===== src/hw/rtl/mms_pkg.sv =====
package mms_pkg;

    // default configuration
    localparam int MAX_CHAINS_DEF  = 16;
    localparam int DEPTH_LIMIT_DEF = 8;

    // field widths
    localparam int ID_W    = 16;
    localparam int SLOT_W  = 7;
    localparam int DEPTH_W = 3;
    localparam int CNT_W   = 7;
    localparam int NUM_W   = 6;
    localparam int SIZE_W  = 8;

    // hash constants
    localparam logic [31:0] LCG_MUL = 32'd1103515245;
    localparam logic [31:0] LCG_ADD = 32'd12345;

    // one loaded chain set, handed from front to back
    typedef struct packed {
        logic               bank;
        logic [CNT_W-1:0]   count;
        logic [DEPTH_W-1:0] start_depth;
        logic               no_trial;
    } job_t;

    // chain id write from front into the id store
    typedef struct packed {
        logic            en;
        logic            bank;
        logic [NUM_W-1:0] idx;
        logic [ID_W-1:0]  id;
    } id_wr_t;

    typedef enum logic [1:0] {
        BK_IDLE,
        BK_CHECK,
        BK_EMIT,
        BK_FAIL
    } back_state_t;

    // low seven bits of the double lcg step; only low bits of the operands matter
    function automatic logic [SLOT_W-1:0] leaf_slot(
        input logic [SLOT_W-1:0] nonce,
        input logic [ID_W-1:0]   id
    );
        logic [2*SLOT_W-1:0] prod;
        logic [SLOT_W-1:0]   r;
        prod = {{SLOT_W{1'b0}}, nonce} * {{SLOT_W{1'b0}}, LCG_MUL[SLOT_W-1:0]};
        r    = prod[SLOT_W-1:0] + LCG_ADD[SLOT_W-1:0];
        r    = r + id[SLOT_W-1:0];
        prod = {{SLOT_W{1'b0}}, r} * {{SLOT_W{1'b0}}, LCG_MUL[SLOT_W-1:0]};
        return prod[SLOT_W-1:0] + LCG_ADD[SLOT_W-1:0];
    endfunction

endpackage


===== src/hw/rtl/mms_front.sv =====
module mms_front #(
    parameter int MAX_CHAINS  = mms_pkg::MAX_CHAINS_DEF,
    parameter int DEPTH_LIMIT = mms_pkg::DEPTH_LIMIT_DEF
) (
    input  logic                       aclk,
    input  logic                       aresetn,
    input  logic                       s_valid,
    output logic                       s_ready,
    input  logic [mms_pkg::ID_W-1:0]   s_chain_id,
    input  logic                       s_last_chain,
    output mms_pkg::id_wr_t            id_wr,
    output logic                       job_push,
    output mms_pkg::job_t              job,
    input  logic                       job_done
);

    localparam int CW = $clog2(MAX_CHAINS + 1);

    logic [CW-1:0]               count_reg, count_next;
    logic                        bank_reg, bank_next;
    logic [1:0]                  outst_reg, outst_next;
    logic                        accept;
    logic                        room;
    logic [CW-1:0]               total;
    logic [mms_pkg::DEPTH_W-1:0] start_d;

    // two id banks: stall while both hold sets still owned by the back
    assign s_ready = (outst_reg != 2'd2);
    assign accept  = s_valid && s_ready;
    assign room    = (count_reg < CW'(MAX_CHAINS));
    assign total   = room ? count_reg + CW'(1) : count_reg;

    // start depth: smallest depth whose leaf count covers the set, at most 7
    always_comb begin
        start_d = '0;
        for (int d = 0; d < 7; d++) begin
            if ((32'd1 << d) < 32'(total)) begin
                start_d = mms_pkg::DEPTH_W'(d + 1);
            end
        end
    end

    // id store write and request classification
    always_comb begin
        id_wr.en         = accept && room;
        id_wr.bank       = bank_reg;
        id_wr.idx        = mms_pkg::NUM_W'(count_reg);
        id_wr.id         = s_chain_id;
        job_push         = accept && s_last_chain;
        job.bank         = bank_reg;
        job.count        = mms_pkg::CNT_W'(total);
        job.start_depth  = start_d;
        job.no_trial     = ({1'b0, start_d} >= 4'(DEPTH_LIMIT));
    end

    // next state
    always_comb begin
        count_next = count_reg;
        bank_next  = bank_reg;
        if (accept) begin
            if (s_last_chain) begin
                count_next = '0;
                bank_next  = !bank_reg;
            end else if (room) begin
                count_next = count_reg + CW'(1);
            end
        end
        outst_next = outst_reg + {1'b0, job_push} - {1'b0, job_done};
    end

    always_ff @(posedge aclk) begin
        if (!aresetn) begin
            count_reg <= '0;
            bank_reg  <= 1'b0;
            outst_reg <= '0;
        end else begin
            count_reg <= count_next;
            bank_reg  <= bank_next;
            outst_reg <= outst_next;
        end
    end

    // sets in flight never exceed the two banks
    a_outst_max: assert property (@(posedge aclk) disable iff (!aresetn)
        outst_reg != 2'd3)
        else $error("front: more sets in flight than banks");

endmodule


===== src/hw/rtl/mms_queue.sv =====
module mms_queue (
    input  logic          aclk,
    input  logic          aresetn,
    input  logic          push,
    input  mms_pkg::job_t push_job,
    input  logic          pop,
    output mms_pkg::job_t pop_job,
    output logic          empty
);

    mms_pkg::job_t entry_reg [2];
    logic          wr_ptr_reg, rd_ptr_reg;
    logic [1:0]    fill_reg;
    logic          full;

    assign empty   = (fill_reg == 2'd0);
    assign full    = (fill_reg == 2'd2);
    assign pop_job = entry_reg[rd_ptr_reg];

    // entry storage
    always_ff @(posedge aclk) begin
        if (push) begin
            entry_reg[wr_ptr_reg] <= push_job;
        end
    end

    // pointers and fill level
    always_ff @(posedge aclk) begin
        if (!aresetn) begin
            wr_ptr_reg <= 1'b0;
            rd_ptr_reg <= 1'b0;
            fill_reg   <= '0;
        end else begin
            if (push) begin
                wr_ptr_reg <= !wr_ptr_reg;
            end
            if (pop) begin
                rd_ptr_reg <= !rd_ptr_reg;
            end
            fill_reg <= fill_reg + {1'b0, push} - {1'b0, pop};
        end
    end

    a_no_overflow: assert property (@(posedge aclk) disable iff (!aresetn)
        push |-> (!full || pop))
        else $error("queue: request pushed while full");

    a_no_underflow: assert property (@(posedge aclk) disable iff (!aresetn)
        pop |-> !empty)
        else $error("queue: pop while empty");

endmodule


===== src/hw/rtl/mms_back.sv =====
module mms_back #(
    parameter int MAX_CHAINS  = mms_pkg::MAX_CHAINS_DEF,
    parameter int DEPTH_LIMIT = mms_pkg::DEPTH_LIMIT_DEF
) (
    input  logic                          aclk,
    input  logic                          aresetn,
    input  mms_pkg::id_wr_t               id_wr,
    input  logic                          job_empty,
    input  mms_pkg::job_t                 job_in,
    output logic                          job_pop,
    output logic                          job_done,
    output logic                          m_valid,
    input  logic                          m_ready,
    output logic [mms_pkg::NUM_W-1:0]     m_chain_number,
    output logic [mms_pkg::SLOT_W-1:0]    m_chain_slot,
    output logic [mms_pkg::SLOT_W-1:0]    m_search_nonce,
    output logic [mms_pkg::SIZE_W-1:0]    m_tree_size,
    output logic                          m_found,
    output logic                          m_last_result
);

    localparam int IW    = (MAX_CHAINS > 1) ? $clog2(MAX_CHAINS) : 1;
    localparam int AW    = IW + 1;
    localparam int MEM_D = 2 ** AW;
    localparam int NSLOT = 2 ** mms_pkg::SLOT_W;

    mms_pkg::back_state_t        state_reg, state_next;
    mms_pkg::job_t               job_reg, job_next;
    logic [mms_pkg::DEPTH_W-1:0] depth_reg, depth_next;
    logic [mms_pkg::SLOT_W-1:0]  nonce_reg, nonce_next;
    logic [IW-1:0]               idx_reg, idx_next;
    logic [NSLOT-1:0]            taken_reg, taken_next;

    logic [mms_pkg::ID_W-1:0]    id_mem [MEM_D];
    logic [mms_pkg::ID_W-1:0]    rd_data_reg;
    logic [AW-1:0]               rd_addr;

    logic                        m_valid_reg, m_valid_next;
    logic [mms_pkg::NUM_W-1:0]   m_number_reg, m_number_next;
    logic [mms_pkg::SLOT_W-1:0]  m_slot_reg, m_slot_next;
    logic [mms_pkg::SLOT_W-1:0]  m_nonce_reg, m_nonce_next;
    logic [mms_pkg::SIZE_W-1:0]  m_size_reg, m_size_next;
    logic                        m_found_reg, m_found_next;
    logic                        m_last_reg, m_last_next;

    logic [mms_pkg::SLOT_W-1:0]  depth_mask;
    logic [mms_pkg::SLOT_W-1:0]  slot;
    logic                        hit;
    logic                        last_idx;
    logic                        last_nonce;
    logic [3:0]                  depth_up;
    logic                        out_free;

    // slot of the chain whose id is in the read register
    assign depth_mask = mms_pkg::SLOT_W'((8'd1 << depth_reg) - 8'd1);
    assign slot       = mms_pkg::leaf_slot(nonce_reg, rd_data_reg) & depth_mask;
    assign hit        = taken_reg[slot];
    assign last_idx   = (mms_pkg::CNT_W'(idx_reg) == job_reg.count - mms_pkg::CNT_W'(1));
    assign last_nonce = (nonce_reg == depth_mask);
    assign depth_up   = {1'b0, depth_reg} + 4'd1;
    assign out_free   = !m_valid_reg || m_ready;
    assign rd_addr    = {job_next.bank, idx_next};

    // id store: front writes one bank, search reads the other
    always_ff @(posedge aclk) begin
        if (id_wr.en) begin
            id_mem[{id_wr.bank, id_wr.idx[IW-1:0]}] <= id_wr.id;
        end
        rd_data_reg <= id_mem[rd_addr];
    end

    // search and result sequencer
    always_comb begin
        state_next    = state_reg;
        job_next      = job_reg;
        depth_next    = depth_reg;
        nonce_next    = nonce_reg;
        idx_next      = idx_reg;
        taken_next    = taken_reg;
        job_pop       = 1'b0;
        job_done      = 1'b0;
        m_valid_next  = m_valid_reg && !m_ready;
        m_number_next = m_number_reg;
        m_slot_next   = m_slot_reg;
        m_nonce_next  = m_nonce_reg;
        m_size_next   = m_size_reg;
        m_found_next  = m_found_reg;
        m_last_next   = m_last_reg;
        case (state_reg)
            mms_pkg::BK_IDLE: begin
                if (!job_empty) begin
                    job_pop    = 1'b1;
                    job_next   = job_in;
                    idx_next   = '0;
                    nonce_next = '0;
                    depth_next = job_in.start_depth;
                    taken_next = '0;
                    state_next = job_in.no_trial ? mms_pkg::BK_FAIL : mms_pkg::BK_CHECK;
                end
            end
            mms_pkg::BK_CHECK: begin
                if (hit) begin
                    // collision: fresh trial with the next nonce or depth, or failure once both run out
                    taken_next = '0;
                    idx_next   = '0;
                    if (!last_nonce) begin
                        nonce_next = nonce_reg + mms_pkg::SLOT_W'(1);
                    end else if (depth_up < 4'(DEPTH_LIMIT) && depth_up < 4'd8) begin
                        depth_next = depth_up[mms_pkg::DEPTH_W-1:0];
                        nonce_next = '0;
                    end else begin
                        state_next = mms_pkg::BK_FAIL;
                    end
                end else begin
                    taken_next[slot] = 1'b1;
                    if (last_idx) begin
                        idx_next   = '0;
                        state_next = mms_pkg::BK_EMIT;
                    end else begin
                        idx_next = idx_reg + IW'(1);
                    end
                end
            end
            mms_pkg::BK_EMIT: begin
                // slots recomputed from the winning nonce, one chain per cycle while the output is free
                if (out_free) begin
                    m_valid_next  = 1'b1;
                    m_number_next = mms_pkg::NUM_W'(idx_reg);
                    m_slot_next   = slot;
                    m_nonce_next  = nonce_reg;
                    m_size_next   = 8'd1 << depth_reg;
                    m_found_next  = 1'b1;
                    m_last_next   = last_idx;
                    if (last_idx) begin
                        job_done   = 1'b1;
                        state_next = mms_pkg::BK_IDLE;
                    end else begin
                        idx_next = idx_reg + IW'(1);
                    end
                end
            end
            mms_pkg::BK_FAIL: begin
                if (out_free) begin
                    m_valid_next  = 1'b1;
                    m_number_next = '0;
                    m_slot_next   = '0;
                    m_nonce_next  = '0;
                    m_size_next   = '0;
                    m_found_next  = 1'b0;
                    m_last_next   = 1'b1;
                    job_done      = 1'b1;
                    state_next    = mms_pkg::BK_IDLE;
                end
            end
            default: begin
                state_next = mms_pkg::BK_IDLE;
            end
        endcase
    end

    // control state
    always_ff @(posedge aclk) begin
        if (!aresetn) begin
            state_reg   <= mms_pkg::BK_IDLE;
            m_valid_reg <= 1'b0;
            taken_reg   <= '0;
        end else begin
            state_reg   <= state_next;
            m_valid_reg <= m_valid_next;
            taken_reg   <= taken_next;
        end
    end

    // search registers and result payload
    always_ff @(posedge aclk) begin
        job_reg      <= job_next;
        depth_reg    <= depth_next;
        nonce_reg    <= nonce_next;
        idx_reg      <= idx_next;
        m_number_reg <= m_number_next;
        m_slot_reg   <= m_slot_next;
        m_nonce_reg  <= m_nonce_next;
        m_size_reg   <= m_size_next;
        m_found_reg  <= m_found_next;
        m_last_reg   <= m_last_next;
    end

    assign m_valid        = m_valid_reg;
    assign m_chain_number = m_number_reg;
    assign m_chain_slot   = m_slot_reg;
    assign m_search_nonce = m_nonce_reg;
    assign m_tree_size    = m_size_reg;
    assign m_found        = m_found_reg;
    assign m_last_result  = m_last_reg;

    a_idx_in_set: assert property (@(posedge aclk) disable iff (!aresetn)
        (state_reg == mms_pkg::BK_CHECK || state_reg == mms_pkg::BK_EMIT)
            |-> (mms_pkg::CNT_W'(idx_reg) < job_reg.count))
        else $error("back: chain index beyond loaded set");

    a_depth_limit: assert property (@(posedge aclk) disable iff (!aresetn)
        (state_reg == mms_pkg::BK_CHECK) |-> ({1'b0, depth_reg} < 4'(DEPTH_LIMIT)))
        else $error("back: trial beyond depth limit");

    a_fail_is_last: assert property (@(posedge aclk) disable iff (!aresetn)
        (m_valid_reg && !m_found_reg) |-> m_last_reg)
        else $error("back: failure result not marked last");

endmodule


===== src/hw/rtl/merged_mining_slot_assigner_unit.sv =====
// Merged-mining slot assigner. Chain ids are loaded one per cycle while the
// input is ready; the request marked last starts a search for a collision-free
// placement of the set among the leaves of a chain merkle tree, and the block
// then returns one result per chain in load order (or one failure result). A
// trial checks the chains one at a time, by a single slot hash and bitmap
// lookup each, and ends at the first collision; a search first takes the set
// from the queue. Results then leave at one per cycle while the output is
// ready. Ids live in two banks, so the next set loads while a search runs; the
// input stalls only when a second set is complete before the first has
// delivered its results.
module merged_mining_slot_assigner_unit #(
    parameter int MAX_CHAINS  = mms_pkg::MAX_CHAINS_DEF,
    parameter int DEPTH_LIMIT = mms_pkg::DEPTH_LIMIT_DEF
) (
    input  logic                          aclk,
    input  logic                          aresetn,
    input  logic                          s_valid,
    output logic                          s_ready,
    input  logic [mms_pkg::ID_W-1:0]      s_chain_id,
    input  logic                          s_last_chain,
    output logic                          m_valid,
    input  logic                          m_ready,
    output logic [mms_pkg::NUM_W-1:0]     m_chain_number,
    output logic [mms_pkg::SLOT_W-1:0]    m_chain_slot,
    output logic [mms_pkg::SLOT_W-1:0]    m_search_nonce,
    output logic [mms_pkg::SIZE_W-1:0]    m_tree_size,
    output logic                          m_found,
    output logic                          m_last_result
);

    mms_pkg::id_wr_t id_wr;
    mms_pkg::job_t   push_job;
    mms_pkg::job_t   pop_job;
    logic            job_push;
    logic            job_pop;
    logic            job_empty;
    logic            job_done;

    // loading and classification
    mms_front #(
        .MAX_CHAINS  (MAX_CHAINS),
        .DEPTH_LIMIT (DEPTH_LIMIT)
    ) u_front (
        .aclk         (aclk),
        .aresetn      (aresetn),
        .s_valid      (s_valid),
        .s_ready      (s_ready),
        .s_chain_id   (s_chain_id),
        .s_last_chain (s_last_chain),
        .id_wr        (id_wr),
        .job_push     (job_push),
        .job          (push_job),
        .job_done     (job_done)
    );

    // loaded sets waiting for the search
    mms_queue u_queue (
        .aclk     (aclk),
        .aresetn  (aresetn),
        .push     (job_push),
        .push_job (push_job),
        .pop      (job_pop),
        .pop_job  (pop_job),
        .empty    (job_empty)
    );

    // search and results
    mms_back #(
        .MAX_CHAINS  (MAX_CHAINS),
        .DEPTH_LIMIT (DEPTH_LIMIT)
    ) u_back (
        .aclk           (aclk),
        .aresetn        (aresetn),
        .id_wr          (id_wr),
        .job_empty      (job_empty),
        .job_in         (pop_job),
        .job_pop        (job_pop),
        .job_done       (job_done),
        .m_valid        (m_valid),
        .m_ready        (m_ready),
        .m_chain_number (m_chain_number),
        .m_chain_slot   (m_chain_slot),
        .m_search_nonce (m_search_nonce),
        .m_tree_size    (m_tree_size),
        .m_found        (m_found),
        .m_last_result  (m_last_result)
    );

endmodule


===== config.mk =====
export PLATFORM = sky130hd
export DESIGN_NAME = merged_mining_slot_assigner_unit
export DESIGN_NICKNAME = d
export VERILOG_FILES = /design/src/hw/rtl/mms_pkg.sv /design/src/hw/rtl/mms_front.sv /design/src/hw/rtl/mms_queue.sv /design/src/hw/rtl/mms_back.sv /design/src/hw/rtl/merged_mining_slot_assigner_unit.sv
export SDC_FILE = /design/constraint.sdc
export NUM_CORES = 1
export LEC_CHECK = 0
export ABC_AREA = 1
export BUFFER_PORTS_ARGS = -buffer_cell sky130_fd_sc_hd__clkbuf_2
export CAP_MARGIN = 30
export CORE_UTILIZATION = 63
export DETAILED_ROUTE_END_ITERATION = 8
export PLACE_DENSITY_LB_ADDON = 0.08
export SYNTH_ARGS = -nofsm -noshare
export SYNTH_HDL_FRONTEND = slang
export SYNTH_SLANG_ARGS = --single-unit

===== constraint.sdc =====
create_clock -name aclk -period 9.3 [get_ports aclk]
set_input_delay 0.93 -clock aclk [delete_from_list [all_inputs] [get_ports aclk]]
set_output_delay 0.93 -clock aclk [all_outputs]
set_load 0.02 [all_outputs]

Word level (Yosys, flattened, before mapping)
Memories as Yosys holds them, arrays and structs flattened. A register that Yosys moved wholly into a read port is not among the register bits.
Cells that the tools add are included.
Widths: inputs -> output; s select.
{ "classes": {"n_eq_ne": 17, "shift": 1, "addsub": 13, "bitwise": 3, "n_lt_le_gt_ge": 9, "n_mul": 2, "n_reduce_logical": 23, "n_mux": 72} }
{ "op_table": {"columns": ["op", "count"], "rows": [
  ["$mux 128", 2],
  ["$pmux 128 s2", 1],
  ["$or 128x128->128", 1],
  ["$mux 7", 7],
  ["$pmux 7 s2", 3],
  ["$mux 12", 2],
  ["$mux 2", 11],
  ["$mux 4", 5],
  ["$mux 1", 19],
  ["$mux 3", 6],
  ["$mux 8", 2],
  ["$pmux 8 s2", 1],
  ["$add 7x6->7 const B", 2],
  ["$mul 7x6->7 const B", 2],
  ["$sub 7x1->7 const B", 2],
  ["$mux 6", 2],
  ["$ne 2x1->1 const B", 6],
  ["$pmux 4 s3", 1],
  ["$pmux 6 s2", 1],
  ["$mux 5", 2],
  ["$ne 3x3->1 const B", 3],
  ["$lt 7x8->1 const B", 1],
  ["$pmux 2 s4", 1],
  ["$shl 1x3->8 const A", 1],
  ["38 further kinds", 56]
]} }
{ "word_totals": {"elab_cells": 164, "memories": 2, "register_bits": 199, "output_inout_bits": 32, "ramBits": 530, "in_bits": 21} }
{ "mem_list": {"columns": ["memory", "words", "width", "rd", "rd_clocked_by_memory_dff", "wr", "line_no", "rtl"], "rows": [
  ["u_back.id_mem", 32, 16, 1, 1, 1, "mms_back.sv:34", "logic [mms_pkg::ID_W-1:0] id_mem [MEM_D];"],
  ["u_queue.entry_reg", 2, 9, 1, 1, 1, "mms_queue.sv:11", "mms_pkg::job_t entry_reg [2];"]
]} }

Logic depth before layout (Yosys ltp)
{ "logic_depth": {"depth_word": 13, "ltp_mapped": 43, "mapped_depth_nobuf": 42} }

Hierarchy
From an unflattened synthesis, not the netlist that was laid out.
{ "hier_totals": {"cells_unflattened": 2677, "area_unflattened_um2": 22549.1} }
{ "by_module_without_submodules": {"columns": ["mod", "cells_each", "area_each_um2", "seq_area_each_um2", "n_inst"], "rows": [
  ["mms_back", 2499, 20687.3, 10940.5, 1],
  ["mms_queue", 69, 1126.1, 820.8, 1],
  ["mms_front", 109, 735.7, 160.2, 1]
]} }

Worst setup path after synthesis
No wires, ideal clock.
{ "synth_timing": {"path_kind": "reg2reg", "from": "register u_back.nonce_reg[0] in the netlist's numbering", "to": "register u_back.nonce_reg[0] in the netlist's numbering (enable)", "setup_ns": 0.375, "path_slack_ns": 2.844, "period_less_slack_ns": 6.456, "required_time_ns": 8.925, "n_path_buf": 0, "stages_incl_launch_ff": 33, "arrival_ns": 6.081, "cell_sequence": "edfxtp_1 -> ha_1 -> fa_1 -> inv_1 -> fa_1 -> fa_1 -> inv_1 -> ha_1 -> a21oi_1 -> nand2_1 -> xor2_1 -> ha_1 -> ha_1 -> inv_1 -> fa_1 -> inv_1 -> ha_1 -> ha_1 -> o21ai_0 -> nand2_1 -> inv_1 -> nand3_1 -> nand2_1 -> nand3_1 -> nand2_1 -> nand2_1 -> inv_1 -> nand2_2 -> nand2_2 -> nand2_1 -> inv_1 -> nor2_1 -> a31oi_1"} }
{ "synth_between": {"elab_chain_cells": 10, "elab_cells_between_ends": 12, "cone_classes": "3 x add/sub; 2 x mul; 3 x eq/ne; 2 x mux; 1 x bitwise; 1 x reduce/logical"} }
{ "synth_rtl": {"columns": ["item", "line_no", "rtl"], "rows": [
  ["start: declaration", "mms_back.sv:30", "logic [mms_pkg::SLOT_W-1:0] nonce_reg, nonce_next;"],
  ["start signal: assignment", "mms_back.sv:178", "nonce_reg <= nonce_next;"],
  ["$mul 7x6->7", "mms_pkg.sv:49", "prod = {{SLOT_W{1'b0}}, nonce} * {{SLOT_W{1'b0}}, LCG_MUL[SLOT_W-1:0]};"],
  ["$add 7x6->7", "mms_pkg.sv:50", "r = prod[SLOT_W-1:0] + LCG_ADD[SLOT_W-1:0];"],
  ["$add 7x7->7", "mms_pkg.sv:51", "r = r + id[SLOT_W-1:0];"],
  ["$mul 7x6->7", "mms_pkg.sv:52", "prod = {{SLOT_W{1'b0}}, r} * {{SLOT_W{1'b0}}, LCG_MUL[SLOT_W-1:0]};"],
  ["$add 7x6->7", "mms_pkg.sv:53", "return prod[SLOT_W-1:0] + LCG_ADD[SLOT_W-1:0];"],
  ["$and 7x7->7", "mms_back.sv:56", "assign slot = mms_pkg::leaf_slot(nonce_reg, rd_data_reg) & depth_mask;"],
  ["$bmux 1 s7", "mms_back.sv:57", "assign hit = taken_reg[slot];"],
  ["$mux 1 (implied by the code)", "mms_back.sv:57", null],
  ["$ne 2x1->1 (no line)", null, null],
  ["$reduce_and 4->1 (no line) (*)", null, null]
]} }
Every way passes the cells marked *; elsewhere a longest branch is shown, timed or not. The select of a mux whose other input is x is not followed.
A chain may end at the register's enable or synchronous reset.

Worst setup path in the final report
{ "layout_timing": {"from": "register u_back.nonce_reg[0] in the netlist's numbering", "to": "register u_back.rd_data_reg[0] in the netlist's numbering, read port of u_back.id_mem"} }
{ "layout_between": {"elab_chain_cells": 10} }
{ "layout_rtl": {"columns": ["item", "line_no", "rtl"], "rows": [
  ["$mul 7x6->7", "mms_pkg.sv:49", null],
  ["$add 7x6->7", "mms_pkg.sv:50", null],
  ["$add 7x7->7", "mms_pkg.sv:51", null],
  ["$mul 7x6->7", "mms_pkg.sv:52", null],
  ["$add 7x6->7", "mms_pkg.sv:53", null],
  ["$and 7x7->7", "mms_back.sv:56", null],
  ["$bmux 1 s7", "mms_back.sv:57", null],
  ["$mux 1 (implied by the code)", "mms_back.sv:57", null],
  ["$mux 4", "mms_back.sv:102", "if (hit) begin"],
  ["$pmux 4 s3", "mms_back.sv:89", "case (state_reg)"],
  ["end: declaration", "mms_back.sv:35", "logic [mms_pkg::ID_W-1:0] rd_data_reg;"]
]} }
No other way between the ends. The select of a mux whose other input is x is not followed.

==> summary.md <==
| Metric | Value |
|---|---|
| Netlist cell types | `47` |
| Clock transition at path regs | `0.06 ns` |
| Die Area | `35100 µm²` |
| R2R depth | `34` |
| Max-cap violations | `0` |
| Post-synth EDFFs | `285` |
| Async SR Flop Fraction | `0%` |
| Crit. End Element | `flip-flop` |
| Worst Max-Slew Pin Slew | `1.01 ns` |
| Area contributors post-synth | `edfxtp_1, dfxtp_1, nand2_1` |
| Clock latency on the worst-skew pair | `0.60 ns` |
| Antenna Cells | `0` |
| P&R area growth vs syn | `9.38%` |
| Fmax | `126 MHz` |
| DR WL/cell | `17.6 µm` |
| Clock skew | `0.0270 ns` |
| Initial Utilization | `64.3%` |
| Pin count of the biggest net entering global routing | `76` |
| Unrepaired setup endpoints after global routing | `false` |
| Setup_tns | `0 ns` |
| Post-synth top flop | `edfxtp_1` |
| Yosys top cell by area | `edfxtp_1` |
| Slew Limit Headroom | `32.5%` |
| Final Hold Vio Count | `0` |
| GRT overflow | `0` |
| Die Y | `187 µm` |
| CP Class | `reg2reg` |
| Sequential share of the synthesized area | `54.0%` |
| Syn Std Cell Area | `21600 µm²` |
| Die span in x | `187 µm` |
| Worst EP arrival | `8.37 ns` |
| Final #Nets | `2625` |
| Initial DRC Count | `1585` |
| Mux contribution to synthesized area | `0%` |
| Post-CTS sizing | `0` |
| Final min period | `7.93 ns` |
| Post-Synth Adder-Cell Area | `3.74%` |
| Post-synth top area share | `39.6%` |
| Sink Count | `441` |
| Yosys synthesis warning count | `0` |
| Synthesized flop and latch total | `441` |
| Final HPWL DP | `33.2 mm` |
| CP Depth | `34` |
| Worst path bufs/invs | `7` |
| Rows | `67` |
| Worst hold path class | `reg2reg` |
| Core Area | `33600 µm²` |
| Final ANT Viol Nets | `0` |
| Port bufs | `41` |
| Synth cell count leaders | `nand2_1, inv_1, edfxtp_1, nand3_1, nor2_1` |
| Gpl congestion | `0.934` |
| Largest register FFs | `224` |
| Critical path peak fanout | `57` |
| Status | `completed` |
| WHS Path Cells | `2` |
| Total Wirelength | `53.5 mm` |
| Root Buffer | `clkbuf_16` |
| CTS Hold Bufs | `0` |
| Max Slew Vio Count | `0` |
| TritonCTS clock tree | `built` |
| Setup-failing EPs final | `0` |
| Vias in the first global route | `16200` |
| Share of cells above drive strength 1 | `6.50%` |
| Post-synthesis xor/xnor area fraction | `1.54%` |
| Depth of the CTS H-tree | `2` |
| Combinational family with the most area after synthesis | `simple AND/OR/NAND/NOR gates` |
| Max stage delay on crit path | `0.54 ns` |
| Final period util | `85.2%` |
| Compound-Gate Fraction of Synth Area | `5.57%` |
| CP top delay family | `adder cells` |
| Drt via density | `5.63` |
| Ports | `53` |
| Crit path launch type | `flip-flop` |
| Remaining DRCs | `0` |
| Drt pass-1 iters | `5` |
| CTS buffer count | `46` |
| Slowest cell on the critical path | `fa_1` |
| Worst endpoint required time | `9.74 ns` |
| Clock buffer depth | `3` |
| Synthesized area per cell | `8.45 µm²` |
| Simple-Gate Fraction of Synth Area | `25.0%` |
| Post-Synthesis Cells | `2558` |
| Post-CTS Repair Setup Buffers | `0` |
| GRT Util Overall | `30.9%` |
| Initial antenna violation count | `0` |
| Total number of vias | `17100` |
| Top-count cell post-synth | `nand2_1` |
| First-pass GRT wire length | `85.6 mm` |
per-stage QoR:
| step | hold slack, ns | cells | util, % | setup slack [ns] | cell area, µm² |
|---|---|---|---|---|---|
| floorplan | 0.423 | 2559 | - | 2.84 | 21600 |
| global placement | 0.432 | 2940 | 65.4 | 1.40 | 22000 |
| detailed placement | 0.436 | 2946 | 65.7 | 1.41 | 22100 |
| CTS | 0.445 | 3032 | 70.3 | 1.37 | 23600 |
| global route | 0.456 | 3032 | 70.3 | 0.803 | 23600 |
| finish | 0.445 | 3032 | 70.3 | 1.37 | 23600 |
kinds of logic after synthesis:
group | after synthesis
xor+xnor | 38
fa+ha+maj | 58
simple gates | 1246
other cells | 1
compound gates | 230
flops | 441
buf+inv | 544
area by class of cell:
type	instances	area, µm²
repair buffers	68	508
fillers	2644	9970
clock inverters	17	159
well taps	448	561
multi-input cells	1574	7790
inverters	415	1560
clock buffers	69	1380
flip-flops and latches	441	11700
layout by cell type (no fill, tap or decap), types with 3 or more instances in the layout:
master / instances
a211oi_1: 3
a21oi_1: 142
a22oi_1: 4
buf_16: 4
buf_4: 20
clkbuf_1: 11
clkbuf_16: 48
clkbuf_2: 41
clkbuf_8: 10
clkinv_1: 5
clkinv_2: 11
dfxtp_1: 156
edfxtp_1: 285
fa_1: 11
ha_1: 47
inv_1: 406
inv_2: 5
nand2_1: 635
nand2_2: 7
nand3_1: 260
nand3b_1: 4
nand4_1: 116
nor2_1: 195
nor2_2: 3
nor3_1: 7
nor3b_1: 3
o211ai_1: 4
o21ai_0: 50
o21ai_1: 17
xnor2_1: 17
xor2_1: 21
final timing paths:
| check | startpoint | end | slack, ns |
|---|---|---|---|
| worst max-delay path | u_back.nonce_reg[0] | u_back.rd_data_reg[0] | 1.37 |
| worst min-delay path | u_back.taken_reg[61] | u_back.taken_reg[61] | 0.45 |
| worst min register to register | u_back.taken_reg[61] | u_back.taken_reg[61] | 0.45 |
| worst max register to register | u_back.nonce_reg[0] | u_back.rd_data_reg[0] | 1.37 |
worst register-to-register path, delay by kind of cell (launching register included):
| family | cells | cell delay [ns] |
|---|---|---|
| DFF | 1 | 0.51 |
| AOI/OAI and AO/OA | 2 | 0.26 |
| buffers and inverters | 7 | 1.21 |
| xor gates and xnor gates | 2 | 0.32 |
| and+or+nand+nor | 13 | 1.69 |
| adders and majority gates | 10 | 3.79 |
metal layers:
layer | wire length [µm] | up-vias | GRT usage [%]
li1 | - | 8284 | -
met1 | 21800 | 7962 | 40.3
met2 | 26100 | 696 | 52.1
met3 | 3740 | 130 | 4.69
met4 | 1850 | 0 | 11.9
met5 | 0 | - | 0
Power is left out: the tool's default activity adds up to more than one toggle a clock period on the data nets, which glitch-free logic cannot reach.
